==> src/hw/rtl/pbs_pkg.sv <==
// Shared types, mode and command codes, and helpers of the pump and bypass sequencer.
`default_nettype none

package pbs_pkg;

  // Field and counter widths.
  localparam int unsigned OP_W    = 3;
  localparam int unsigned MODE_W  = 3;
  localparam int unsigned CFG_W   = 16;
  localparam int unsigned IDX_W   = 3;
  localparam int unsigned CNT_W   = 26;

  // Milliseconds in one second; second-based limits are scaled by it.
  localparam int unsigned MS_PER_SECOND = 1000;
  localparam int unsigned LIM_W = CFG_W + $clog2(MS_PER_SECOND + 1);
  localparam int unsigned CMP_W = (LIM_W > CNT_W) ? LIM_W : CNT_W;

  // Stream word widths, rounded up to whole bytes.
  localparam int unsigned IN_BITS   = OP_W + 2;
  localparam int unsigned OUT_BITS  = MODE_W + 4;
  localparam int unsigned IN_DATA_W  = ((IN_BITS + 7) / 8) * 8;
  localparam int unsigned OUT_DATA_W = ((OUT_BITS + 7) / 8) * 8;

  // Modes.
  localparam logic [MODE_W-1:0] MODE_IDLE  = 3'd0;
  localparam logic [MODE_W-1:0] MODE_PRIME = 3'd1;
  localparam logic [MODE_W-1:0] MODE_RUN   = 3'd2;
  localparam logic [MODE_W-1:0] MODE_BLOW  = 3'd3;
  localparam logic [MODE_W-1:0] MODE_OPEN  = 3'd4;
  localparam logic [MODE_W-1:0] MODE_CLOSE = 3'd5;
  localparam logic [MODE_W-1:0] MODE_MIX   = 3'd6;
  localparam logic [MODE_W-1:0] MODE_DIS   = 3'd7;

  // Commands.
  localparam logic [OP_W-1:0] OP_TICK     = 3'd0;
  localparam logic [OP_W-1:0] OP_START    = 3'd1;
  localparam logic [OP_W-1:0] OP_STOP     = 3'd2;
  localparam logic [OP_W-1:0] OP_DISABLE  = 3'd3;
  localparam logic [OP_W-1:0] OP_BLOWOFF  = 3'd4;
  localparam logic [OP_W-1:0] OP_MIX      = 3'd5;
  localparam logic [OP_W-1:0] OP_BYP_ON   = 3'd6;
  localparam logic [OP_W-1:0] OP_BYP_OFF  = 3'd7;

  // Configuration register indexes.
  localparam logic [IDX_W-1:0] CFG_PRIME_S   = 3'd0;
  localparam logic [IDX_W-1:0] CFG_RUN_S     = 3'd1;
  localparam logic [IDX_W-1:0] CFG_BLOW_S    = 3'd2;
  localparam logic [IDX_W-1:0] CFG_OPEN_S    = 3'd3;
  localparam logic [IDX_W-1:0] CFG_CLOSE_MS  = 3'd4;
  localparam logic [IDX_W-1:0] CFG_EN_AT_RST = 3'd5;

  // Configuration reset values.
  localparam logic [CFG_W-1:0] PRIME_S_RST  = 16'd10;
  localparam logic [CFG_W-1:0] RUN_S_RST    = 16'd120;
  localparam logic [CFG_W-1:0] BLOW_S_RST   = 16'd3;
  localparam logic [CFG_W-1:0] OPEN_S_RST   = 16'd600;
  localparam logic [CFG_W-1:0] CLOSE_MS_RST = 16'd600;

  typedef struct packed {
    logic [CFG_W-1:0] prime_s;
    logic [CFG_W-1:0] run_s;
    logic [CFG_W-1:0] blow_s;
    logic [CFG_W-1:0] open_s;
    logic [CFG_W-1:0] close_ms;
  } cfg_t;

  typedef struct packed {
    logic [OP_W-1:0] op;
    logic            reenable;
    logic            keep_open;
  } item_t;

  typedef struct packed {
    logic [MODE_W-1:0] mode;
    logic              enabled;
    logic [CNT_W-1:0]  elapsed;
  } state_t;

  typedef struct packed {
    logic [MODE_W-1:0] mode;
    logic              pump_drive;
    logic              bypass_drive;
    logic              enabled;
    logic              timed_out;
  } result_t;

  // Enable flag after entering mode m.
  function automatic logic entry_enable(input logic [MODE_W-1:0] m, input logic en);
    logic r;
    r = en;
    if (m inside {MODE_IDLE, MODE_RUN, MODE_MIX}) begin
      r = 1'b1;
    end else if (m == MODE_DIS) begin
      r = 1'b0;
    end
    return r;
  endfunction

endpackage

`default_nettype wire

==> src/hw/rtl/pbs_cfg_regs.sv <==
// Configuration register file of the pump and bypass sequencer.
`default_nettype none

module pbs_cfg_regs (
  input  wire logic                      clk_i,
  input  wire logic                      rst_ni,
  input  wire logic                      cfg_valid_i,
  input  wire logic [pbs_pkg::IDX_W-1:0] cfg_index_i,
  input  wire logic [pbs_pkg::CFG_W-1:0] cfg_data_i,
  output pbs_pkg::cfg_t                  cfg_o
);
  import pbs_pkg::*;

  cfg_t cfg_q, cfg_d;

  always_comb begin
    cfg_d = cfg_q;
    if (cfg_valid_i) begin
      case (cfg_index_i)
        CFG_PRIME_S:  cfg_d.prime_s  = cfg_data_i;
        CFG_RUN_S:    cfg_d.run_s    = cfg_data_i;
        CFG_BLOW_S:   cfg_d.blow_s   = cfg_data_i;
        CFG_OPEN_S:   cfg_d.open_s   = cfg_data_i;
        CFG_CLOSE_MS: cfg_d.close_ms = cfg_data_i;
        // The start-mode selector has no register here; reset always starts with
        // the pump enabled, so a write to it has no visible effect.
        CFG_EN_AT_RST: cfg_d = cfg_q;
        default:      cfg_d = cfg_q;
      endcase
    end
  end

  always_ff @(posedge clk_i or negedge rst_ni) begin
    if (!rst_ni) begin
      cfg_q.prime_s  <= PRIME_S_RST;
      cfg_q.run_s    <= RUN_S_RST;
      cfg_q.blow_s   <= BLOW_S_RST;
      cfg_q.open_s   <= OPEN_S_RST;
      cfg_q.close_ms <= CLOSE_MS_RST;
    end else begin
      cfg_q <= cfg_d;
    end
  end

  assign cfg_o = cfg_q;

endmodule

`default_nettype wire

==> src/hw/rtl/pbs_mode_logic.sv <==
// Next-state and result logic of the pump and bypass sequencer for one word.
`default_nettype none

module pbs_mode_logic (
  input  wire pbs_pkg::state_t  state_i,
  input  wire pbs_pkg::item_t   item_i,
  input  wire pbs_pkg::cfg_t    cfg_i,
  output pbs_pkg::state_t  state_o,
  output pbs_pkg::result_t res_o
);
  import pbs_pkg::*;

  logic [CFG_W-1:0]  sec_sel;
  logic [CMP_W-1:0]  limit;
  logic              has_limit;
  logic [CNT_W-1:0]  cnt_inc;

  logic [MODE_W-1:0] tgt;
  logic [MODE_W-1:0] nxt;
  logic              go;
  logic              en;
  logic [CNT_W-1:0]  cnt;
  logic              passed;
  logic              tmo;

  // Limit of the current mode in milliseconds.
  always_comb begin
    case (state_i.mode)
      MODE_PRIME:         sec_sel = cfg_i.prime_s;
      MODE_RUN, MODE_MIX: sec_sel = cfg_i.run_s;
      MODE_BLOW:          sec_sel = cfg_i.blow_s;
      MODE_OPEN:          sec_sel = cfg_i.open_s;
      default:            sec_sel = '0;
    endcase
  end

  assign limit = (state_i.mode == MODE_CLOSE) ? CMP_W'(cfg_i.close_ms)
                                              : CMP_W'(sec_sel) * CMP_W'(MS_PER_SECOND);
  assign has_limit = !(state_i.mode inside {MODE_IDLE, MODE_DIS});
  assign cnt_inc   = (state_i.elapsed == '1) ? state_i.elapsed
                                             : state_i.elapsed + CNT_W'(1);

  always_comb begin
    en     = state_i.enabled;
    cnt    = state_i.elapsed;
    tgt    = state_i.mode;
    nxt    = state_i.mode;
    go     = 1'b1;
    passed = 1'b0;
    tmo    = 1'b0;

    // Decode the word into a target mode.
    case (item_i.op)
      OP_TICK: begin
        cnt = cnt_inc;
      end
      OP_START: begin
        if (item_i.reenable) begin
          en = 1'b1;
        end
        go  = en;
        tgt = MODE_PRIME;
      end
      OP_STOP: begin
        if (item_i.reenable) begin
          en = 1'b1;
        end
        if (state_i.mode == MODE_RUN) begin
          tgt = MODE_BLOW;
        end else if (!(state_i.mode inside {MODE_IDLE, MODE_DIS}) ||
                     (state_i.mode == MODE_DIS && item_i.reenable)) begin
          tgt = MODE_CLOSE;
        end else begin
          go = 1'b0;
        end
      end
      OP_DISABLE: begin
        en  = 1'b0;
        tgt = (state_i.mode == MODE_RUN) ? MODE_BLOW : MODE_CLOSE;
      end
      OP_BLOWOFF: tgt = MODE_BLOW;
      OP_MIX:     tgt = MODE_MIX;
      OP_BYP_ON:  tgt = item_i.keep_open ? MODE_OPEN : MODE_BLOW;
      default:    tgt = MODE_CLOSE;
    endcase

    if (go) begin
      if (tgt != state_i.mode) begin
        nxt = tgt;
      end else begin
        // Staying in the current mode: check its limit with the counter kept.
        if (state_i.mode == MODE_MIX) begin
          en = 1'b1;
        end
        passed = has_limit && (CMP_W'(cnt) > limit);
        if (passed) begin
          case (state_i.mode)
            MODE_PRIME: nxt = MODE_RUN;
            MODE_RUN: begin
              en  = 1'b0;
              tmo = 1'b1;
              nxt = MODE_BLOW;
            end
            MODE_CLOSE: nxt = en ? MODE_IDLE : MODE_DIS;
            default:    nxt = MODE_CLOSE;
          endcase
        end
      end
      if (nxt != state_i.mode) begin
        cnt = '0;
        en  = entry_enable(nxt, en);
      end
    end
  end

  assign state_o.mode    = nxt;
  assign state_o.enabled = en;
  assign state_o.elapsed = cnt;

  assign res_o.mode         = nxt;
  assign res_o.pump_drive   = nxt inside {MODE_PRIME, MODE_RUN, MODE_MIX};
  assign res_o.bypass_drive = nxt inside {MODE_PRIME, MODE_BLOW, MODE_OPEN, MODE_MIX};
  assign res_o.enabled      = en;
  assign res_o.timed_out    = tmo;

endmodule

`default_nettype wire

==> src/hw/rtl/pump_bypass_sequencer.sv <==
// Top level of the pump and bypass sequencer: stream ports, state and result registers.
//
// The block drives a pump and a bypass valve through eight modes. Each word on
// the input stream is either a 1 ms tick or a command; every accepted input
// word produces exactly one result word on the output stream, in order. The
// result carries the new mode, both drive bits, the enable flag and a flag
// that marks a run timeout taken on that word.
// A word is taken into an input register, then the mode logic updates the
// mode, enable flag and the saturating millisecond counter while loading the
// result register. A new word is accepted every cycle, limited only by output
// stalls. While the receiver stalls, the result register holds its word, the
// input register still takes one more word, and then tready drops until the
// result moves on. Limits in seconds are scaled by 1000 with one constant
// multiply ahead of the compare.
// Configuration writes are always ready and take effect on the next cycle;
// they are to be issued only while no word is in flight.
// Reset returns all limits to their defaults, the mode to idle with the pump
// enabled, the counter to zero, and empties both registers.
`default_nettype none

module pump_bypass_sequencer (
  input  wire logic                           clk_i,
  input  wire logic                           rst_ni,
  // Input stream; tdata from bit 0: op[2:0], reenable, keep_open, zero fill.
  input  wire logic                           s_axis_tvalid,
  output logic                                s_axis_tready,
  input  wire logic [pbs_pkg::IN_DATA_W-1:0]  s_axis_tdata,
  // Output stream; tdata from bit 0: mode[2:0], pump_drive, bypass_drive,
  // enabled, timed_out, zero fill.
  output logic                                m_axis_tvalid,
  input  wire logic                           m_axis_tready,
  output logic [pbs_pkg::OUT_DATA_W-1:0]      m_axis_tdata,
  // Configuration write channel.
  input  wire logic                           cfg_valid_i,
  output logic                                cfg_ready_o,
  input  wire logic [pbs_pkg::IDX_W-1:0]      cfg_index_i,
  input  wire logic [pbs_pkg::CFG_W-1:0]      cfg_data_i
);
  import pbs_pkg::*;

  cfg_t    cfg;
  item_t   in_q;
  logic    in_vld_q;
  state_t  state_q, state_d;
  result_t res_d, res_q;
  logic    out_vld_q;
  logic    out_free;
  logic    step;

  assign cfg_ready_o = 1'b1;

  pbs_cfg_regs u_cfg (
    .clk_i       (clk_i),
    .rst_ni      (rst_ni),
    .cfg_valid_i (cfg_valid_i),
    .cfg_index_i (cfg_index_i),
    .cfg_data_i  (cfg_data_i),
    .cfg_o       (cfg)
  );

  // The result register can take a word when empty or being drained.
  assign out_free      = !out_vld_q || m_axis_tready;
  assign step          = in_vld_q && out_free;
  assign s_axis_tready = !in_vld_q || out_free;

  // Input register.
  always_ff @(posedge clk_i or negedge rst_ni) begin
    if (!rst_ni) begin
      in_vld_q <= 1'b0;
    end else if (s_axis_tready) begin
      in_vld_q <= s_axis_tvalid;
    end
  end

  always_ff @(posedge clk_i) begin
    if (s_axis_tready && s_axis_tvalid) begin
      in_q.op        <= s_axis_tdata[OP_W-1:0];
      in_q.reenable  <= s_axis_tdata[OP_W];
      in_q.keep_open <= s_axis_tdata[OP_W+1];
    end
  end

  pbs_mode_logic u_logic (
    .state_i (state_q),
    .item_i  (in_q),
    .cfg_i   (cfg),
    .state_o (state_d),
    .res_o   (res_d)
  );

  // Sequencer state.
  always_ff @(posedge clk_i or negedge rst_ni) begin
    if (!rst_ni) begin
      state_q.mode    <= MODE_IDLE;
      state_q.enabled <= 1'b1;
      state_q.elapsed <= '0;
    end else if (step) begin
      state_q <= state_d;
    end
  end

  // Result register.
  always_ff @(posedge clk_i or negedge rst_ni) begin
    if (!rst_ni) begin
      out_vld_q <= 1'b0;
    end else if (out_free) begin
      out_vld_q <= in_vld_q;
    end
  end

  always_ff @(posedge clk_i) begin
    if (step) begin
      res_q <= res_d;
    end
  end

  assign m_axis_tvalid = out_vld_q;
  assign m_axis_tdata  = {{(OUT_DATA_W - OUT_BITS){1'b0}}, res_q.timed_out, res_q.enabled,
                          res_q.bypass_drive, res_q.pump_drive, res_q.mode};

  // A run timeout always lands in blowoff with the pump disabled.
  assert property (@(posedge clk_i) disable iff (!rst_ni)
    (out_vld_q && res_q.timed_out) |-> (res_q.mode == MODE_BLOW && !res_q.enabled))
    else $error("timeout result not in blowoff with enable cleared");

  // Disabled mode never holds a set enable flag, idle never a cleared one.
  assert property (@(posedge clk_i) disable iff (!rst_ni)
    (state_q.mode == MODE_DIS) |-> !state_q.enabled)
    else $error("disabled mode with enable flag set");

  assert property (@(posedge clk_i) disable iff (!rst_ni)
    (state_q.mode == MODE_IDLE) |-> state_q.enabled)
    else $error("idle mode with enable flag cleared");

  // State moves only when a word is processed.
  assert property (@(posedge clk_i) disable iff (!rst_ni)
    !step |=> ($stable(state_q.mode) && $stable(state_q.elapsed)))
    else $error("sequencer state changed without a word");

  // Entering a new mode always clears the millisecond counter.
  assert property (@(posedge clk_i) disable iff (!rst_ni)
    (step && state_d.mode != state_q.mode) |=> (state_q.elapsed == '0))
    else $error("counter not cleared on mode entry");

endmodule

`default_nettype wire

==> config.mk <==
export PLATFORM = sky130hd
export DESIGN_NAME = pump_bypass_sequencer
export DESIGN_NICKNAME = d
export VERILOG_FILES = /design/src/hw/rtl/pbs_pkg.sv /design/src/hw/rtl/pbs_cfg_regs.sv /design/src/hw/rtl/pbs_mode_logic.sv /design/src/hw/rtl/pump_bypass_sequencer.sv
export SDC_FILE = /design/constraint.sdc
export NUM_CORES = 1
export LEC_CHECK = 0
export BUFFER_PORTS_ARGS = -buffer_cell sky130_fd_sc_hd__buf_2
export CAP_MARGIN = 10
export CORE_UTILIZATION = 63
export DETAILED_ROUTE_END_ITERATION = 6
export MAX_ROUTING_LAYER = met4
export PLACE_DENSITY_LB_ADDON = 0.15
export SLEW_MARGIN = 25
export SYNTH_ARGS = -nofsm -noshare
export SYNTH_HDL_FRONTEND = slang
export SYNTH_SLANG_ARGS = --single-unit
export TNS_END_PERCENT = 1
==> constraint.sdc <==
create_clock -name clk_i -period 14.35 [get_ports clk_i]
set_input_delay 1.435 -clock clk_i [delete_from_list [all_inputs] [get_ports clk_i]]
set_output_delay 1.435 -clock clk_i [all_outputs]
set_load 0.005 [all_outputs]
==> results of run 1 <==
final cells by class:
type                    count  area, um2
flip-flops and latches    124       3180
repair buffers             44        240
clock inverters            15        168
fillers                  1142       4500
well taps                 188        235
clock buffers              17        425
inverters                 101        379
multi-input cells         689       6010
worst reg2reg max path: cells and delay by family (launching register included):
family	cells	cell delay [ns]
AO/OA/AOI/OAI	11	2.39
adder cells (fa/ha/maj)	6	2.71
buffers and inverters	5	0.62
flip-flops	1	0.69
AND/OR/NAND/NOR	10	2.95
synthesized netlist by cell type, drive strengths merged (4+ instances only):
| cell | instances |
|---|---|
| nor4 | 7 |
| nand2b | 15 |
| a22o | 11 |
| nand4 | 11 |
| a211oi | 6 |
| o22a | 10 |
| ha | 79 |
| and2 | 6 |
| dfrtp | 95 |
| and3 | 10 |
| nor2 | 38 |
| o21ai | 59 |
| dfstp | 17 |
| clkbuf | 21 |
| mux2 | 81 |
| nor3 | 11 |
| a21boi | 4 |
| a31oi | 8 |
| buf | 15 |
| or3 | 6 |
| o31ai | 4 |
| nor2b | 6 |
| mux2i | 17 |
| a22oi | 15 |
| edfxtp | 12 |
| o21bai | 4 |
| fa | 54 |
| xor2 | 20 |
| or2 | 5 |
| nand2 | 71 |
| a21o | 13 |
| nand3 | 24 |
| xnor2 | 16 |
| a21oi | 34 |
| o21a | 4 |
| inv | 101 |
| a221oi | 6 |
routing by layer:
| layer | up-vias | global-route usage (%) |
|---|---|---|
| met5 | - | - |
| met4 | 0 | 9.28 |
| met3 | 27 | 4.46 |
| met2 | 179 | 47.6 |
| met1 | 3532 | 37.9 |
| li1 | 3404 | - |
stage by stage:
step                      cells  setup slack, ns  util (%)  instance area (um2)
after floorplan             950             6.17         -                 9720
after global placement     1146             4.89      66.3                10000
after detailed placement   1146             4.71      66.3                10000
after CTS                  1178             4.71      70.2                10600
after global routing       1178             4.25      70.3                10600
final                      1178             4.75      70.3                10600
worst paths after layout:
kind                                   from         endpoint  slack [ns]  cells past startpoint
worst max-delay path            state_q[29]  m_axis_tdata[3]        4.75                     32
worst min-delay path               in_vld_q    m_axis_tvalid        0.48                      1
worst max register to register  state_q[29]  m_axis_tdata[3]        4.75                     32
worst min register to register     in_vld_q    m_axis_tvalid        0.48                      1
max in group asynchronous            rst_ni  u_cfg.cfg_o[56]       12.11                      2
min in group asynchronous            rst_ni      state_q[22]        1.08                      1
sequential cells by signal (all words and copies together), names as in the netlist:
signal,count
in_q,5
in_vld_q,1
m_axis_tdata,7
m_axis_tvalid,1
state_q,30
u_cfg.cfg_o,80
kinds of logic after synthesis:
logic type | after synthesis
xor+xnor | 36
simple gates | 222
other cells | 2
buf+inv | 137
compound gates | 198
flops | 124
fa+ha+maj | 133
mux | 98
==> flow_metrics.tcl, run 1 <==
set metrics [dict create \
    syn2layout_area_growth_pct 9.48 \
    nNetsFinal 1142 \
    cts.hold.buffers_added 0 \
    critPathBufInv 5 \
    setup_viol 0 \
    dieArea_um2 15900 \
    final_common_cell "inv_1" \
    critPathLaunchType "flip-flop" \
    fp-row-count 45 \
    vias_per_cell 6.06 \
    vias 7142 \
    worst_slew_pin_slew_ns 0.984 \
    top_layer "met4" \
    clock_skew_ns 0.0115 \
    cp_top_family "simple AND/OR/NAND/NOR gates" \
    arrival_ns 9.78 \
    root_buffer "clkbuf_16" \
    grt_overflow_total 0 \
    synth_mux_area_share_pct 11.1 \
    max_slew_margin_pct 34.2 \
    drt.antenna.violating_nets 0 \
    initial_utilization_pct 64.2 \
    antennaDiodeCount 0 \
    clock_tree.buffer_depth 2 \
    yosys_most_used_dff "dfrtp_1" \
    drt_wl_total_mm 21.3 \
    cp.required_ns 14.53 \
    synth_cell_types 78 \
    finalWorstPathRequiredPeriod_ns 9.60 \
    wl_per_cell_um 18.1 \
    maxCapViolCount 0 \
    htree_levels 4 \
    hold_viol 0 \
    met1_length_mm 9.75 \
    post-route-drc-count 0 \
    grt_max_degree 63 \
    wl_met2_mm 10.4 \
    dp_hpwl_mm 15.6 \
    core_um2 15100 \
    synth_top_family_by_area "adder cells" \
    async_reset_ff_share_pct 90.3 \
    synth.avg_cell_area_um2 10.2 \
    mostFrequentLayoutCells "100 x inv_1, 95 x dfrtp_1, 81 x mux2_2, 79 x ha_1, 71 x nand2_1" \
    crit_slowest_cell "nor2_1" \
    holdWs_ns 0.484 \
    synth.area.top_cells "dfrtp_1 24%, fa_1 11%, ha_1 10%" \
    synthCells 950 \
    die_w_um 126 \
    clkTransAtPathRegs_ns 0.06 \
    antenna_found_initial 0 \
    cts_buffers 17 \
    yosys.area_share.simple_pct 11.8 \
    min_path_type "flip-flop to flip-flop" \
    synth-xor-area-share_pct 3.24 \
    cts_tree "built" \
    synth_top_area_share_pct 24.4 \
    synthAdderAreaFrac_pct 21.3 \
    wl_met3_um 741 \
    dr.pass1.iters 5 \
    gp_congestion 0.867 \
    synth_edf_count 12 \
    yosysWarnings 0 \
    cts_resized 0 \
    io_pins 43 \
    grt_pass1_vias 6981 \
    critPathMaxStageDelay_ns 0.86 \
    synth_top_area_cell "dfrtp_1" \
    synth_compound_area_share_pct 14.1 \
    outcome "finished clean" \
    slew_viol_final 0 \
    die_h_um 126 \
    ys_ff_latch 124 \
    layout_worst_path_cycle_share_pct 66.9 \
    synth_nets 1115 \
    clkSinkCount 124 \
    grt_util_all_layers_pct 29.3 \
    post_cts_buffers 0 \
    synth_area_um2 9720 \
    drive_above_1_share_pct 20.5 \
    portBuffers 37 \
    rsz0062_at_grt "false" \
    drtIter0Drc 426 \
    clock_latency_ns 0.43 \
    crit_fanout 17 \
    endpoint_kind "flip-flop" \
    setup_tns_ns 0 \
    synth_seq_area_share_pct 32.7 \
    grt_pass1_wl_mm 35.2 \
    fmax_mhz 104 \
    path_class "flip-flop to flip-flop" \
]
Power of run 1 is left out: the tool's default activity adds up to more than one toggle a clock period on the data nets, which glitch-free logic cannot reach.
==> inputs of run 2 (changes only) <==
- CORE_UTILIZATION: 63 -> 57
- clock period: 14.35 -> 8.2 ns (I/O delays scaled with it)
==> flow_metrics.tcl, run 2 (same netlist as run 1, synthesis figures left out) <==
set metrics [dict create \
    outcome "finished clean" \
    hold_viol 0 \
    largest_reg_flops 80 \
    cp.required_ns 8.38 \
    portBuffers 37 \
    clock_tree.buffer_depth 2 \
    io_pins 43 \
    critPathBufInv 7 \
    drt_wl_total_mm 21.8 \
    die_h_um 133 \
    mostFrequentLayoutCells "98 x inv_1, 93 x dfrtp_1, 80 x mux2_2, 75 x ha_1, 70 x nand2_1" \
    critPathMaxStageDelay_ns 0.50 \
    post-route-drc-count 0 \
    drtIter0Drc 374 \
    drt.antenna.violating_nets 0 \
    vias_per_cell 5.75 \
    dieArea_um2 17600 \
    antennaDiodeCount 0 \
    clkSinkCount 124 \
    gp_congestion 0.873 \
    fp-row-count 47 \
    crit_fanout 8 \
    fillCellCount 1306 \
    endpoint_kind "flip-flop" \
    arrival_ns 8.18 \
    grt_pass1_vias 6946 \
    htree_levels 4 \
    critical_path_depth 34 \
    dp_hpwl_mm 16.1 \
    finalWorstPathRequiredPeriod_ns 8.00 \
    layout_setup_ws_ns 0.203 \
    layout_worst_path_cycle_share_pct 97.5 \
    top_layer "met4" \
    wl_met2_mm 10.5 \
    wl_met3_um 799 \
    setup_viol 0 \
    antenna_found_initial 0 \
    initial_utilization_pct 58.4 \
    clkTransAtPathRegs_ns 0.06 \
    grt_util_all_layers_pct 26.8 \
    vias 7192 \
    reg2regPathDepth 34 \
    met1_length_mm 10.2 \
    cp_top_family "adder cells" \
    r2r_slack_ns 0.20 \
    drive_above_1_share_pct 26.3 \
    path_class "flip-flop to flip-flop" \
    slew_viol_final 0 \
    core_um2 16600 \
    max_slew_margin_pct 30.0 \
    final_common_cell "inv_1" \
    wl_per_cell_um 17.5 \
    cts_buffers 17 \
    root_buffer "clkbuf_16" \
    die_w_um 133 \
    grt_pass1_wl_mm 35.7 \
    grt_overflow_total 0 \
    fmax_mhz 125 \
    clock_latency_ns 0.43 \
    clock_skew_ns 0.0103 \
    place_ws_ns -0.0732 \
    dr.pass1.iters 4 \
    critPathLaunchType "flip-flop" \
    syn2layout_area_growth_pct 15.5 \
    maxCapViolCount 0 \
    crit_slowest_cell "fa_1" \
    cts_tree "built" \
    worst_slew_pin_slew_ns 1.05 \
    nNetsFinal 1182 \
    grt_max_degree 59 \
    min_path_type "primary input to async pin" \
    utilization_pct 67.5 \
]
## run 2: cell count changes in the layout (fill, tap and decap cells not counted), sizes merged
cell / delta
bufinv: +1
clkbuf: +2
inv: -1
clkinv: +1
clkinvlp: -2
buf: +39
## run 2: through the flow
step           hold slack, ns  TNS, ns  std cells  instance area [um2]
2_1_floorplan           0.457        0        950                 9720
3_3_place_gp            0.468        0       1211                10400
3_5_place_dp            0.485   -0.158       1211                10400
4_1_cts                 0.468        0       1243                11000
5_1_grt                 0.505   -0.319       1250                11200
6_report                0.442        0       1250                11200
## run 2: worst register-to-register path: cells and delay by family, from the launching register on
kind            cells  cell delay (ns)
fa+ha+maj           6             2.50
compound gates     13             2.37
flops               1             0.41
mux                 1             0.13
buf+inv             7             0.68
simple gates        7             1.66
## run 2: timing repair
| action | CTS | global route |
|---|---|---|
| cloned | 0 | 1 |
| buffers inserted | 0 | 6 |
| resized for setup | 4 | 45 |
| hold buffers | 0 | 0 |
| endpoints found under the setup margin | 6 | 35 |
| pin swaps | 2 | 25 |
## run 2: final timing paths
path,start,to
max in group asynchronous,rst_ni,state_q[28]
setup / recovery,state_q[27],m_axis_tdata[5]
min in group clk_i,in_vld_q,m_axis_tvalid
setup reg to reg,state_q[27],m_axis_tdata[5]
hold / removal,rst_ni,state_q[19]
hold reg to reg,in_vld_q,m_axis_tvalid
## run 2: cell type report
| cell class | instances | area [um2] | area share [%] |
|---|---|---|---|
| inverters | 101 | 379 | 3.37 |
| clock buffers | 18 | 439 | 3.91 |
| flip-flops and latches | 124 | 3190 | 28.4 |
| repair buffers | 84 | 597 | 5.31 |
| well taps | 220 | 275 | 2.45 |
| multi-input cells | 689 | 6190 | 55.1 |
| clock inverters | 14 | 170 | 1.51 |
## run 2: per-layer routing
layer	up-vias	track usage (%)
met5	-	-
met4	0	7.02
met3	22	3.91
met2	149	41.8
met1	3544	36.7
li1	3477	-
Power of run 2 is left out for the same reason.
